--- config.mk ---
export PLATFORM = sky130hd
export DESIGN_NAME = ranked_key_caesar_cipher_top
export DESIGN_NICKNAME = d
export VERILOG_FILES = /design/src/rtl/core/rkc_pkg.sv /design/src/rtl/core/ranked_key_caesar_cipher_top.sv /design/src/rtl/core/rkc_ram.sv
export SDC_FILE = /design/constraint.sdc
export NUM_CORES = 2
export LEC_CHECK = 0
export ABC_AREA = 0
export BUFFER_PORTS_ARGS = -buffer_cell sky130_fd_sc_hd__buf_2
export CAP_MARGIN = 0
export CORE_ASPECT_RATIO = 0.6
export CORE_UTILIZATION = 40
export DETAILED_ROUTE_END_ITERATION = 6
export SETUP_SLACK_MARGIN = 0.1
export SLEW_MARGIN = 20
export SYNTH_ARGS = -nofsm -noshare
export SYNTH_HDL_FRONTEND = slang
export SYNTH_SLANG_ARGS = --single-unit
--- constraint.sdc ---
create_clock -name aclk -period 15 [get_ports aclk]
set_input_delay 0 -clock aclk [delete_from_list [all_inputs] [get_ports aclk]]
set_output_delay 0 -clock aclk [all_outputs]
set_load 0.02 [all_outputs]
--- src/rtl/core/rkc_pkg.sv ---
`timescale 1ns / 1ps

package rkc_pkg;

    localparam int MaxNumbersDefault = 32;

    localparam int OpWidth    = 2;
    localparam int ValueWidth = 32;
    localparam int RankWidth  = 6;
    localparam int CharWidth  = 8;
    localparam int ShiftWidth = 5;
    localparam int ErrWidth   = 2;

    localparam logic [5:0] AlphaLen = 6'd26;
    localparam logic [CharWidth-1:0] LowerA = 8'h61;
    localparam logic [CharWidth-1:0] LowerZ = 8'h7A;

    // Modulo 26 of a signed 32-bit key: weigh each byte by 256^k mod 26, then
    // fold the sign bit (-2^32 is congruent to +4) and reduce the small sum
    localparam int SumWidth   = 14;
    localparam int QuotWidth  = 10;
    localparam int ProdWidth  = 30;
    localparam int RecipShift = 20;
    localparam logic [15:0] ModRecip = 16'd40330;   // ceil(2^20 / 26)
    localparam logic [4:0] Byte1Weight = 5'd22;
    localparam logic [4:0] Byte2Weight = 5'd16;
    localparam logic [4:0] Byte3Weight = 5'd14;
    localparam logic [4:0] SignFold    = 5'd4;

    typedef enum logic [OpWidth-1:0] {
        OP_LOAD    = 2'd0,
        OP_SELECT  = 2'd1,
        OP_ENCRYPT = 2'd2
    } op_t;

    typedef enum logic {
        KIND_KEY  = 1'b0,
        KIND_CHAR = 1'b1
    } kind_t;

    typedef enum logic [ErrWidth-1:0] {
        ERR_NONE     = 2'd0,
        ERR_RANK     = 2'd1,
        ERR_OVERFLOW = 2'd2
    } err_t;

    typedef enum logic [2:0] {
        ST_IDLE,
        ST_READ_CAND,
        ST_LATCH_CAND,
        ST_SCAN,
        ST_CHECK,
        ST_MOD,
        ST_QUOT,
        ST_FINISH
    } state_t;

endpackage

--- src/rtl/core/ranked_key_caesar_cipher_top.sv ---
`timescale 1ns / 1ps

// Channel   Dir   Transfer when          Payload
// s_        in    s_tvalid & s_tready    tuser: operation; tdata: number, rank, char
// m_        out   m_tvalid & m_tready    tuser: result kind; tdata: shift, char, error
//
// Load, encrypt and a select with an out-of-range rank finish in the cycle of
// the transfer; the result (if any) sits in the output register in the next cycle.
// A valid select walks the store: for each candidate tried, a read, a latch, a
// compare against each stored number and a rank check; then it folds the key's
// bytes, takes the reciprocal quotient, and takes the remainder mod 26 and
// finishes. Its length is set by the single store read port and the shared
// signed comparator.
// s_tready is low while a select is being worked.
// Reset (aresetn low, synchronous) empties the set, zeroes the shift and drops
// any pending result; the store itself is not cleared.
// A stalled output holds its result; a new item is taken in the cycle the old
// result leaves.

module ranked_key_caesar_cipher_top
    import rkc_pkg::*;
#(
    parameter int MAX_NUMBERS = MaxNumbersDefault
) (
    input  logic        aclk,
    input  logic        aresetn,

    input  logic        s_tvalid,
    output logic        s_tready,
    input  logic [47:0] s_tdata,   // [31:0] number_value, [37:32] rank, [45:38] char_in
    input  logic [1:0]  s_tuser,   // [1:0] operation

    output logic        m_tvalid,
    input  logic        m_tready,
    output logic [15:0] m_tdata,   // [4:0] shift_out, [12:5] char_out, [14:13] error_code
    output logic        m_tuser    // [0] result_kind
);

    localparam int IW = $clog2(MAX_NUMBERS);
    localparam int CW = $clog2(MAX_NUMBERS + 1);
    localparam int KW = ((CW > RankWidth) ? CW : RankWidth) + 1;

    // Sequencer and set state
    state_t                 state_reg, state_next;
    logic [CW-1:0]          count_reg, count_next;
    logic [ShiftWidth-1:0]  shift_reg, shift_next;
    logic                   closed_reg, closed_next;
    logic                   ovf_reg, ovf_next;

    // Select working registers
    logic [RankWidth-1:0]   rank_reg, rank_next;
    logic [IW-1:0]          i_reg, i_next;
    logic [IW-1:0]          j_reg, j_next;
    logic [ValueWidth-1:0]  cand_reg, cand_next;
    logic [CW-1:0]          less_reg, less_next;
    logic [CW-1:0]          equal_reg, equal_next;
    logic [SumWidth-1:0]    sum_reg, sum_next;
    logic [QuotWidth-1:0]   quot_reg, quot_next;

    // Output register
    logic                   m_valid_reg, m_valid_next;
    kind_t                  m_kind_reg, m_kind_next;
    logic [ShiftWidth-1:0]  m_shift_reg, m_shift_next;
    logic [CharWidth-1:0]   m_char_reg, m_char_next;
    err_t                   m_err_reg, m_err_next;

    // Store port
    logic                   ram_we;
    logic [IW-1:0]          ram_waddr;
    logic [IW-1:0]          ram_raddr;
    logic [ValueWidth-1:0]  ram_rdata;

    // Input fields
    op_t                    in_op;
    logic [ValueWidth-1:0]  in_value;
    logic [RankWidth-1:0]   in_rank;
    logic [CharWidth-1:0]   in_char;
    logic                   in_accept;

    // Scratch
    logic [CW-1:0]          base_count;
    logic                   base_ovf;
    logic [5:0]             rot;
    logic [ProdWidth-1:0]   prod;
    logic [SumWidth-1:0]    remv;
    logic [ShiftWidth-1:0]  fixed;

    assign in_op    = op_t'(s_tuser);
    assign in_value = s_tdata[31:0];
    assign in_rank  = s_tdata[37:32];
    assign in_char  = s_tdata[45:38];

    // Take a new item when idle and the output register is free or draining
    assign s_tready  = (state_reg == ST_IDLE) && (!m_valid_reg || m_tready);
    assign in_accept = s_tvalid && s_tready;

    rkc_ram #(
        .Width (ValueWidth),
        .Depth (MAX_NUMBERS)
    ) u_store (
        .aclk  (aclk),
        .we    (ram_we),
        .waddr (ram_waddr),
        .wdata (in_value),
        .raddr (ram_raddr),
        .rdata (ram_rdata)
    );

    always_comb begin
        state_next   = state_reg;
        count_next   = count_reg;
        shift_next   = shift_reg;
        closed_next  = closed_reg;
        ovf_next     = ovf_reg;
        rank_next    = rank_reg;
        i_next       = i_reg;
        j_next       = j_reg;
        cand_next    = cand_reg;
        less_next    = less_reg;
        equal_next   = equal_reg;
        sum_next     = sum_reg;
        quot_next    = quot_reg;
        m_valid_next = m_valid_reg;
        m_kind_next  = m_kind_reg;
        m_shift_next = m_shift_reg;
        m_char_next  = m_char_reg;
        m_err_next   = m_err_reg;

        ram_we    = 1'b0;
        ram_raddr = i_reg;

        // A load after a select starts a fresh set
        base_count = closed_reg ? '0 : count_reg;
        base_ovf   = closed_reg ? 1'b0 : ovf_reg;
        ram_waddr  = base_count[IW-1:0];

        rot = 6'(in_char - LowerA) + 6'(shift_reg);
        if (rot >= AlphaLen) begin
            rot = rot - AlphaLen;
        end

        // Quotient by reciprocal multiplication, then the remainder
        prod  = ProdWidth'(sum_reg) * ProdWidth'(ModRecip);
        remv  = sum_reg - SumWidth'(quot_reg) * SumWidth'(AlphaLen);
        fixed = ShiftWidth'(remv);

        if (m_valid_reg && m_tready) begin
            m_valid_next = 1'b0;
        end

        case (state_reg)
            ST_IDLE: begin
                if (in_accept) begin
                    case (in_op)
                        OP_LOAD: begin
                            closed_next = 1'b0;
                            ovf_next    = base_ovf;
                            count_next  = base_count;
                            if (base_count < CW'(MAX_NUMBERS)) begin
                                ram_we     = 1'b1;
                                count_next = base_count + CW'(1);
                            end else begin
                                ovf_next = 1'b1;
                            end
                        end
                        OP_SELECT: begin
                            closed_next = 1'b1;
                            if (in_rank == '0 || KW'(in_rank) > KW'(count_reg)) begin
                                m_valid_next = 1'b1;
                                m_kind_next  = KIND_KEY;
                                m_shift_next = '0;
                                m_char_next  = '0;
                                m_err_next   = ERR_RANK;
                            end else begin
                                rank_next  = in_rank;
                                i_next     = '0;
                                state_next = ST_READ_CAND;
                            end
                        end
                        OP_ENCRYPT: begin
                            m_valid_next = 1'b1;
                            m_kind_next  = KIND_CHAR;
                            m_shift_next = shift_reg;
                            m_err_next   = ERR_NONE;
                            if (in_char >= LowerA && in_char <= LowerZ) begin
                                m_char_next = LowerA + CharWidth'(rot);
                            end else begin
                                m_char_next = in_char;
                            end
                        end
                        default: begin
                        end
                    endcase
                end
            end
            ST_READ_CAND: begin
                ram_raddr  = i_reg;
                state_next = ST_LATCH_CAND;
            end
            ST_LATCH_CAND: begin
                cand_next  = ram_rdata;
                ram_raddr  = '0;
                j_next     = '0;
                less_next  = '0;
                equal_next = '0;
                state_next = ST_SCAN;
            end
            ST_SCAN: begin
                // Shared signed comparator: stored entry against the candidate
                if ($signed(ram_rdata) < $signed(cand_reg)) begin
                    less_next = less_reg + CW'(1);
                end else if (ram_rdata == cand_reg) begin
                    equal_next = equal_reg + CW'(1);
                end
                ram_raddr = j_reg + IW'(1);
                j_next    = j_reg + IW'(1);
                if (CW'(j_reg) == count_reg - CW'(1)) begin
                    state_next = ST_CHECK;
                end
            end
            ST_CHECK: begin
                if (KW'(less_reg) < KW'(rank_reg) &&
                    KW'(less_reg) + KW'(equal_reg) >= KW'(rank_reg)) begin
                    state_next = ST_MOD;
                end else begin
                    i_next     = i_reg + IW'(1);
                    state_next = ST_READ_CAND;
                end
            end
            ST_MOD: begin
                // Fold the bytes by their weights mod 26; add 4 for the sign bit
                sum_next = SumWidth'(cand_reg[7:0])
                         + SumWidth'(cand_reg[15:8]) * SumWidth'(Byte1Weight)
                         + SumWidth'(cand_reg[23:16]) * SumWidth'(Byte2Weight)
                         + SumWidth'(cand_reg[31:24]) * SumWidth'(Byte3Weight)
                         + (cand_reg[ValueWidth-1] ? SumWidth'(SignFold) : '0);
                state_next = ST_QUOT;
            end
            ST_QUOT: begin
                quot_next  = prod[RecipShift +: QuotWidth];
                state_next = ST_FINISH;
            end
            ST_FINISH: begin
                shift_next   = fixed;
                m_valid_next = 1'b1;
                m_kind_next  = KIND_KEY;
                m_shift_next = fixed;
                m_char_next  = '0;
                m_err_next   = ovf_reg ? ERR_OVERFLOW : ERR_NONE;
                state_next   = ST_IDLE;
            end
            default: begin
                state_next = ST_IDLE;
            end
        endcase
    end

    always_ff @(posedge aclk) begin
        if (!aresetn) begin
            state_reg   <= ST_IDLE;
            count_reg   <= '0;
            shift_reg   <= '0;
            closed_reg  <= 1'b0;
            ovf_reg     <= 1'b0;
            m_valid_reg <= 1'b0;
        end else begin
            state_reg   <= state_next;
            count_reg   <= count_next;
            shift_reg   <= shift_next;
            closed_reg  <= closed_next;
            ovf_reg     <= ovf_next;
            m_valid_reg <= m_valid_next;
        end
    end

    // Payload registers: no reset
    always_ff @(posedge aclk) begin
        rank_reg    <= rank_next;
        i_reg       <= i_next;
        j_reg       <= j_next;
        cand_reg    <= cand_next;
        less_reg    <= less_next;
        equal_reg   <= equal_next;
        sum_reg     <= sum_next;
        quot_reg    <= quot_next;
        m_kind_reg  <= m_kind_next;
        m_shift_reg <= m_shift_next;
        m_char_reg  <= m_char_next;
        m_err_reg   <= m_err_next;
    end

    assign m_tvalid = m_valid_reg;
    assign m_tuser  = m_kind_reg;
    assign m_tdata  = {1'b0, m_err_reg, m_char_reg, m_shift_reg};

`ifndef SYNTHESIS
    // The store never holds more than its capacity
    a_count_bound: assert property (@(posedge aclk) disable iff (!aresetn)
        count_reg <= CW'(MAX_NUMBERS))
        else $error("stored count beyond capacity");

    // The active shift is always a valid rotation
    a_shift_range: assert property (@(posedge aclk) disable iff (!aresetn)
        shift_reg < ShiftWidth'(AlphaLen))
        else $error("shift out of range");

    // No result is pending while a select is being worked
    a_busy_no_out: assert property (@(posedge aclk) disable iff (!aresetn)
        (state_reg != ST_IDLE) |-> !m_valid_reg)
        else $error("result pending during select walk");

    // The scan stays inside the filled part of the store
    a_scan_bound: assert property (@(posedge aclk) disable iff (!aresetn)
        (state_reg == ST_SCAN) |-> (CW'(j_reg) < count_reg))
        else $error("scan index past stored count");

    // A successful key report carries the shift now in force
    a_key_matches: assert property (@(posedge aclk) disable iff (!aresetn)
        (m_valid_reg && m_kind_reg == KIND_KEY && m_err_reg != ERR_RANK)
            |-> (m_shift_reg == shift_reg))
        else $error("key report disagrees with active shift");
`endif

endmodule

--- src/rtl/core/rkc_ram.sv ---
`timescale 1ns / 1ps

module rkc_ram #(
    parameter int Width = 32,
    parameter int Depth = 32
) (
    input  logic                     aclk,
    input  logic                     we,
    input  logic [$clog2(Depth)-1:0] waddr,
    input  logic [Width-1:0]         wdata,
    input  logic [$clog2(Depth)-1:0] raddr,
    output logic [Width-1:0]         rdata
);

    logic [Width-1:0] mem_reg [Depth];
    logic [Width-1:0] rdata_reg;

    always_ff @(posedge aclk) begin
        if (we) begin
            mem_reg[waddr] <= wdata;
        end
        rdata_reg <= mem_reg[raddr];
    end

    assign rdata = rdata_reg;

endmodule

### Word-level counts from Yosys, hierarchy flattened

Memory sizes are Yosys's and may differ from the RTL's. A register that Yosys moved wholly into a read port is not among the register bits.
Cells that the tools add are included.

* muxes and demuxes: 54
* magnitude comparators: 8
* bitwise gates (word level): 1
* equal/unequal tests: 22
* $mul: 4
* add/sub/neg operators: 16
* reductions and logical operators: 24

Operators with widths (count)
* one-hot mux 5 bit (2 select lines): 5
* two-way mux 6 bit: 6
* equality test 32 bit: 1
* less-than comparator 32 bit: 1
* one-hot mux 8 bit (2 select lines): 2
* two-way mux 5 bit: 6
* multiplier 14 x 15 -> 29 bit (second input constant): 1
* adder 14 x 12 -> 14 bit: 2
* two-way mux 8 bit: 3
* one-hot mux 3 bit (8 select lines): 1
* one-hot mux 6 bit (2 select lines): 2
* adder 6 x 1 -> 6 bit (second input constant): 3
* two-way mux 3 bit: 6
* inequality test 2 bit (second input constant): 8
* AND reduction 4 bit: 4
* adder 14 x 3 -> 14 bit: 1
* adder 8 x 13 -> 14 bit: 1
* two-way mux 1 bit: 13
* equality test 3 bit (second input constant): 4
* multiplier 8 x 4 -> 12 bit (second input constant): 1
* multiplier 8 x 3 -> 11 bit (second input constant): 1
* adder 5 x 1 -> 5 bit (second input constant): 2
* multiplier 10 x 4 -> 4 bit (second input constant): 1
* one-hot mux 1 bit (2 select lines): 5
* 35 further kinds: 49

* input port bits: 54
* flip-flop bits (word level): 117
* bits in writable memories: 1024
* memories: 1
* logic and storage cells: 148

Memories
* u_store.mem_reg: depth 32, width 32, rd ports 1, clocked after memory_dff 1, write ports 1, line rkc_ram.sv:15 `logic [Width-1:0] mem_reg [Depth];`

### Depth between registers and ports, before layout

* word-level depth: 9
* mapped depth: 20
* mapped depth without buffers: 20

### By module

From an unflattened synthesis, not the netlist that was laid out.

* cells, all modules: 3351
* area, all modules: 51702.1 µm²

Modules (own cells, without submodules)
* rkc_ram: cells an instance 2260, sequential area each 31390.1 µm², times used 1, area each 40492.6 µm²
* ranked_key_caesar_cipher_top: cells an instance 1091, sequential area each 3163.0 µm², times used 1, area each 11209.5 µm²

### Worst setup path after synthesis

No wires, ideal clock.

* kind: register -> register
* start: register sum_reg[2]
* end: register quot_reg[3], data pin
* clock period less this slack: 4.930 ns
* path slack: 10.070 ns
* cell stages (with the launch flop): 21
* path buffers: 0
* arrival: 4.670 ns
* cell sequence: edfxtp_1 inv_1 fa_1 inv_1 ha_1 inv_1 fa_1 inv_1 fa_1 inv_1 fa_1 inv_1 fa_1 ha_1 a211oi_1 o21ai_0 o211ai_1 o211ai_1 o22a_1 a31oi_1 xnor2_1

* word-level cells in the longest chain between the ends: 1

Ends and longest elaborated chain
* start, declared: line ranked_key_caesar_cipher_top.sv:57 `logic [SumWidth-1:0] sum_reg, sum_next;`
* start signal, assigned: line ranked_key_caesar_cipher_top.sv:284 `sum_reg <= sum_next;`
* multiplier 14 x 15 -> 29 bit: line ranked_key_caesar_cipher_top.sv:143 `prod = ProdWidth'(sum_reg) * ProdWidth'(ModRecip);`
* named net prod[23]: line ranked_key_caesar_cipher_top.sv:84 `logic [ProdWidth-1:0] prod;`
* end signal, assigned: line ranked_key_caesar_cipher_top.sv:285 `quot_reg <= quot_next;`
* end, declared: line ranked_key_caesar_cipher_top.sv:58 `logic [QuotWidth-1:0] quot_reg, quot_next;`

The timed path passes the listed nets, and every way through them passes these cells.
A chain may end at the register's enable or synchronous reset.

### Worst setup path after layout

Ends and elaborated chain as after synthesis.

==> run summary <==
The run finished with clean final reports. Critical path data arrival time: 5.99 ns. The post-DP HPWL was 73410 um. For the maximum number of pins on one net before global-route repair, the log shows 188.

The average footprint of a synthesized cell is 13.61 sq um, and the adder-cell share of the synthesized area is 0.08325. In this run the post-CTS setup repair buffer count came out at 0. In this run the core area contains 102 standard-cell rows. The flip-flop count of the largest register after layout works out to 1024. The area growth from synthesis to layout is 12.19%. OpenSTA, run right after detailed placement, puts the worst setup slack at 9.433 ns. The path class of the tightest hold or removal check is input pin to flip-flop. Synthesized area: 52300 sq um. After detailed routing, the number of vias per cell comes to 5.456. The number of antenna violations at the first check in global routing came out at 8. The global-route usage over all layers came out at 0.2019. The floorplan die area is 132300 sq um. The first routing iteration left 3604 violations. Setup repair after global routing left no endpoint under its margin. The run gives 58680 sq um as the total non-filler cell area in the finished layout. For the reg2reg setup slack, the log shows 9.47 ns. The tree is rooted in a clkbuf_16. TritonCTS created 101 clock buffers. The simple-gate share of the synthesized area is 0.09504. The final worst-path cycle share came out at 0.3686. The logs give 0 for the number of maximum-capacitance violations and 0.4534 for the share of the core filled with cells. The proportion of layout cells with a drive suffix above 1 was 0.09983.

Count of pins over their slew limit: 0. Cell depth of the worst hold path: 2. The critical path in this run is classified as flip-flop to flip-flop. The number of buffers and inverters on the critical path is 6, and the number of synthesis warnings is 0. In this run the cell area measured after placement is 54720 sq um. The via count is 31248, and the DRC violations left is 0.

The clock passes through at most 3 buffers. The number of setup violations in the final report was 0. The worst hold path begins at s_tdata[33]. The footprint of the flip-flops and latches is 34550 sq um, and the switching power share of the total is 0.2594.

The library cell used most frequently in the layout, excluding fill and tap cells, is edfxtp_1. After routing, the total negative slack on setup checks comes to 0 ns. TritonCTS built the clock tree. The top cell family by delay on the critical path was adder cells. Final hold analysis gives a worst-case slack of 0.05060 ns. The worst-case IR drop observed on VDD is 0.1435 mV. Total power for the finished layout comes to 7.698 mW. After global routing the overflow that remains totals 0. The area of the multi-input gates is 16380 sq um.

In this run the static leakage power is 20.63 nW. The post-cts gate resize count is 0. Dividing total power by cell area gives a power density of 131.2 nW/um^2. The tools report the final cell count without fillers as 5727. The tools report the number of clock sinks seen by CTS as 1167.

Traced cell by cell, the critical path runs through inv_1 -> fa_1 -> inv_1 -> ha_1 -> inv_1 -> fa_1 -> inv_1 -> fa_1 -> inv_1 -> fa_1 -> inv_1 -> fa_1 -> ha_1 -> a211oi_1 -> o21ai_0 -> o211ai_1 -> o211ai_1 -> o22a_1 -> a31oi_1 -> xnor2_1. Leaving out fill and tap cells, the most frequent cells in the layout are edfxtp_1, nand2_1, inv_1. The required arrival time at the worst endpoint is 15.46 ns. The element type at the critical path start is a flip-flop.

The tools report the origin of the critical flop-to-flop path as sum_reg[2]. Along the worst path, the maximum fanout reaches 6. The XOR/XNOR share of the synthesized area is 0.01289, and the number of enable-type register cells in the synthesized netlist is 1118.

Counting every net in the synthesized netlist gives 4193. Sorting the synthesized cells by area gives the leading types as edfxtp_1, ha_1, nand2_1, fa_1, a311oi_1. The tools report the combinational fraction of design power as 0.164. The mux cell area share after synthesis is 0.02663.

The most used flip-flop cell after synthesis is edfxtp_1. The depth of the CTS H-tree is 3, and the first-pass iteration count of the detailed router is 7. The tools report the portion of total power attributed to the clock network as 0.352.

The layout has 11520 filler cells. The final clock skew is 0.03305 ns. The end of the worst hold path is rank_reg[1]. In this run the vertical extent of the chip is 282.1 um. The run gives 0.4042 as the initial cell density of the core. The portion of synthesized cell area occupied by the leading cell type works out to 0.6419. The slowest stage of the critical path is the edfxtp_1 cell. STA classifies the critical path endpoint as a flip-flop. The endpoint identified for the worst register-to-register timing path is quot_reg[3]. The cell count after synthesis was 3842; the relative slew slack was 0.2052. The maximum single-stage delay on the critical path works out to 0.53 ns. Summed over all nets, the switching power comes to 1.997 mW. The async set-or-reset flop fraction in the synthesized netlist came out at 0. The logic depth of the worst register-to-register path came out at 20. The compound-cell area share of the yosys netlist came out at 0.08906. The worst path in the final design needs a cycle of 5.530 ns, including I/O delays and setup. Clock latency on the worst-skew pair, taken at its later pin, is 0.71 ns. Static timing analysis puts the maximum clock frequency at 0.1808 GHz. Number of unique standard cell types used by synthesis: 61.

For the pin with the worst max-slew slack, the measured transition is 1.181 ns. In this run the remaining antenna-violating nets after routing total 0. The logs give 0 for the hold violation total from the final report and 73 for the number of primary I/O pins. In this run the standard cell core region covers 129400 sq um. Of all cell types, the one taking the most synthesized area is edfxtp_1. The sequential cell fraction of total power is 0.485, and the share of the yosys chip area belonging to registers is 0.6606.

By area, the combinational part of the netlist is dominated by simple AND/OR/NAND/NOR gates. After detailed routing, the total wire length is 134400 um. The most numerous cell type found on the critical path is inv_1. The internal portion of the total power is 5.701 mW. Routability-driven placement finished with a final weighted congestion of 0.8193. After the last flow step, the layout net total stands at 4271. The per-cell routed wire length was 23.46 um; the worst setup margin was 9.470 ns. The clock-pin slew of the registers on the worst-case setup and hold paths was 0.07 ns. The first global-routing pass estimated 196200 um of wire. The synthesized design contains 1167 register bits.

The number of placed instances, taps included, is 5477. In this run the horizontal extent of the chip is 468.8 um. The via count of the first global-routing pass is 29396.

The number of buffer cells added on primary ports came out at 69.
## worst reg2reg max path, delay by kind of cell, from the launching register on
kind,cells,cell delay [ns]
fa+ha+maj,7,2.95
flops,1,0.53
buf+inv,6,0.53
compound gates,6,1.20
xor+xnor,1,0.08
## kinds of logic (layout without fill, tap and decap cells)
group / count (synthesis) / in the layout
buffers and inverters: 426 / 591
other: 1 / 5
multiplexers: 131 / 131
XOR/XNOR: 77 / 77
adder cells (fa/ha/maj): 297 / 297
AO/OA/AOI/OAI: 634 / 634
flip-flops: 1167 / 1167
AND/OR/NAND/NOR: 1109 / 1109
## cell usage after synthesis, types with 6 or more instances
master,count
mux2_2,65
a21oi_1,59
edfxtp_1,1118
dfxtp_1,49
a21boi_0,6
clkbuf_1,130
a311oi_1,162
a21o_1,21
mux2i_1,66
nor3_1,19
o211ai_1,7
nand3_1,166
a211oi_1,166
o21a_1,8
a22o_1,32
inv_1,219
o21bai_1,9
nor4_1,33
o21ai_0,91
nor2_1,92
fa_1,85
nand2_1,614
nor2b_1,139
buf_2,65
buf_1,8
xor2_1,24
ha_1,212
nand4_1,8
a31oi_1,37
and2_1,11
xnor2_1,53
and3_1,8
## layout make-up
class                   instances  area share
flip-flops and latches       1167      0.5889
multi-input cells            2249      0.2791
clock buffers                 129     0.04661
well taps                    1716     0.03659
repair buffers                182     0.02358
inverters                     219     0.01401
clock inverters                61     0.01107
diodes                          4   0.0001706
## worst max-delay path by stage
stage / from / end / depth (start not counted)
6_report: sum_reg[2] / quot_reg[3] / 20
5_1_grt: sum_reg[2] / quot_reg[3] / 20
4_1_cts: sum_reg[2] / quot_reg[3] / 20
3_5_place_dp: sum_reg[2] / quot_reg[3] / 20
3_3_place_gp: sum_reg[2] / quot_reg[3] / 20
2_1_floorplan: sum_reg[2] / quot_reg[3] / 20
## power groups by stage
stage          Combinational (mW)  Clock [mW]  Sequential, mW
4_1_cts                      1.27        2.75            3.73
3_5_place_dp                 1.24           0            3.80
2_1_floorplan               0.929           0            3.77
5_1_grt                      1.41        2.87            3.73
6_report                     1.26        2.71            3.73
3_3_place_gp                 1.22           0            3.80
## routing by layer
metal / vias to the layer above / track usage / routed length, um
li1: 14425 / - / -
met1: 15599 / 0.3185 / 65490
met2: 1065 / 0.2829 / 55000
met3: 155 / 0.03998 / 11540
met4: 4 / 0.04489 / 2310
met5: - / 0 / 27
## repair_timing
item	4_1_cts	5_1_grt
hold buffers	56	0
setup endpoints to repair	0	0
hold endpoints to repair	1064	0
Note: power is estimated with default switching activity, not from simulation.
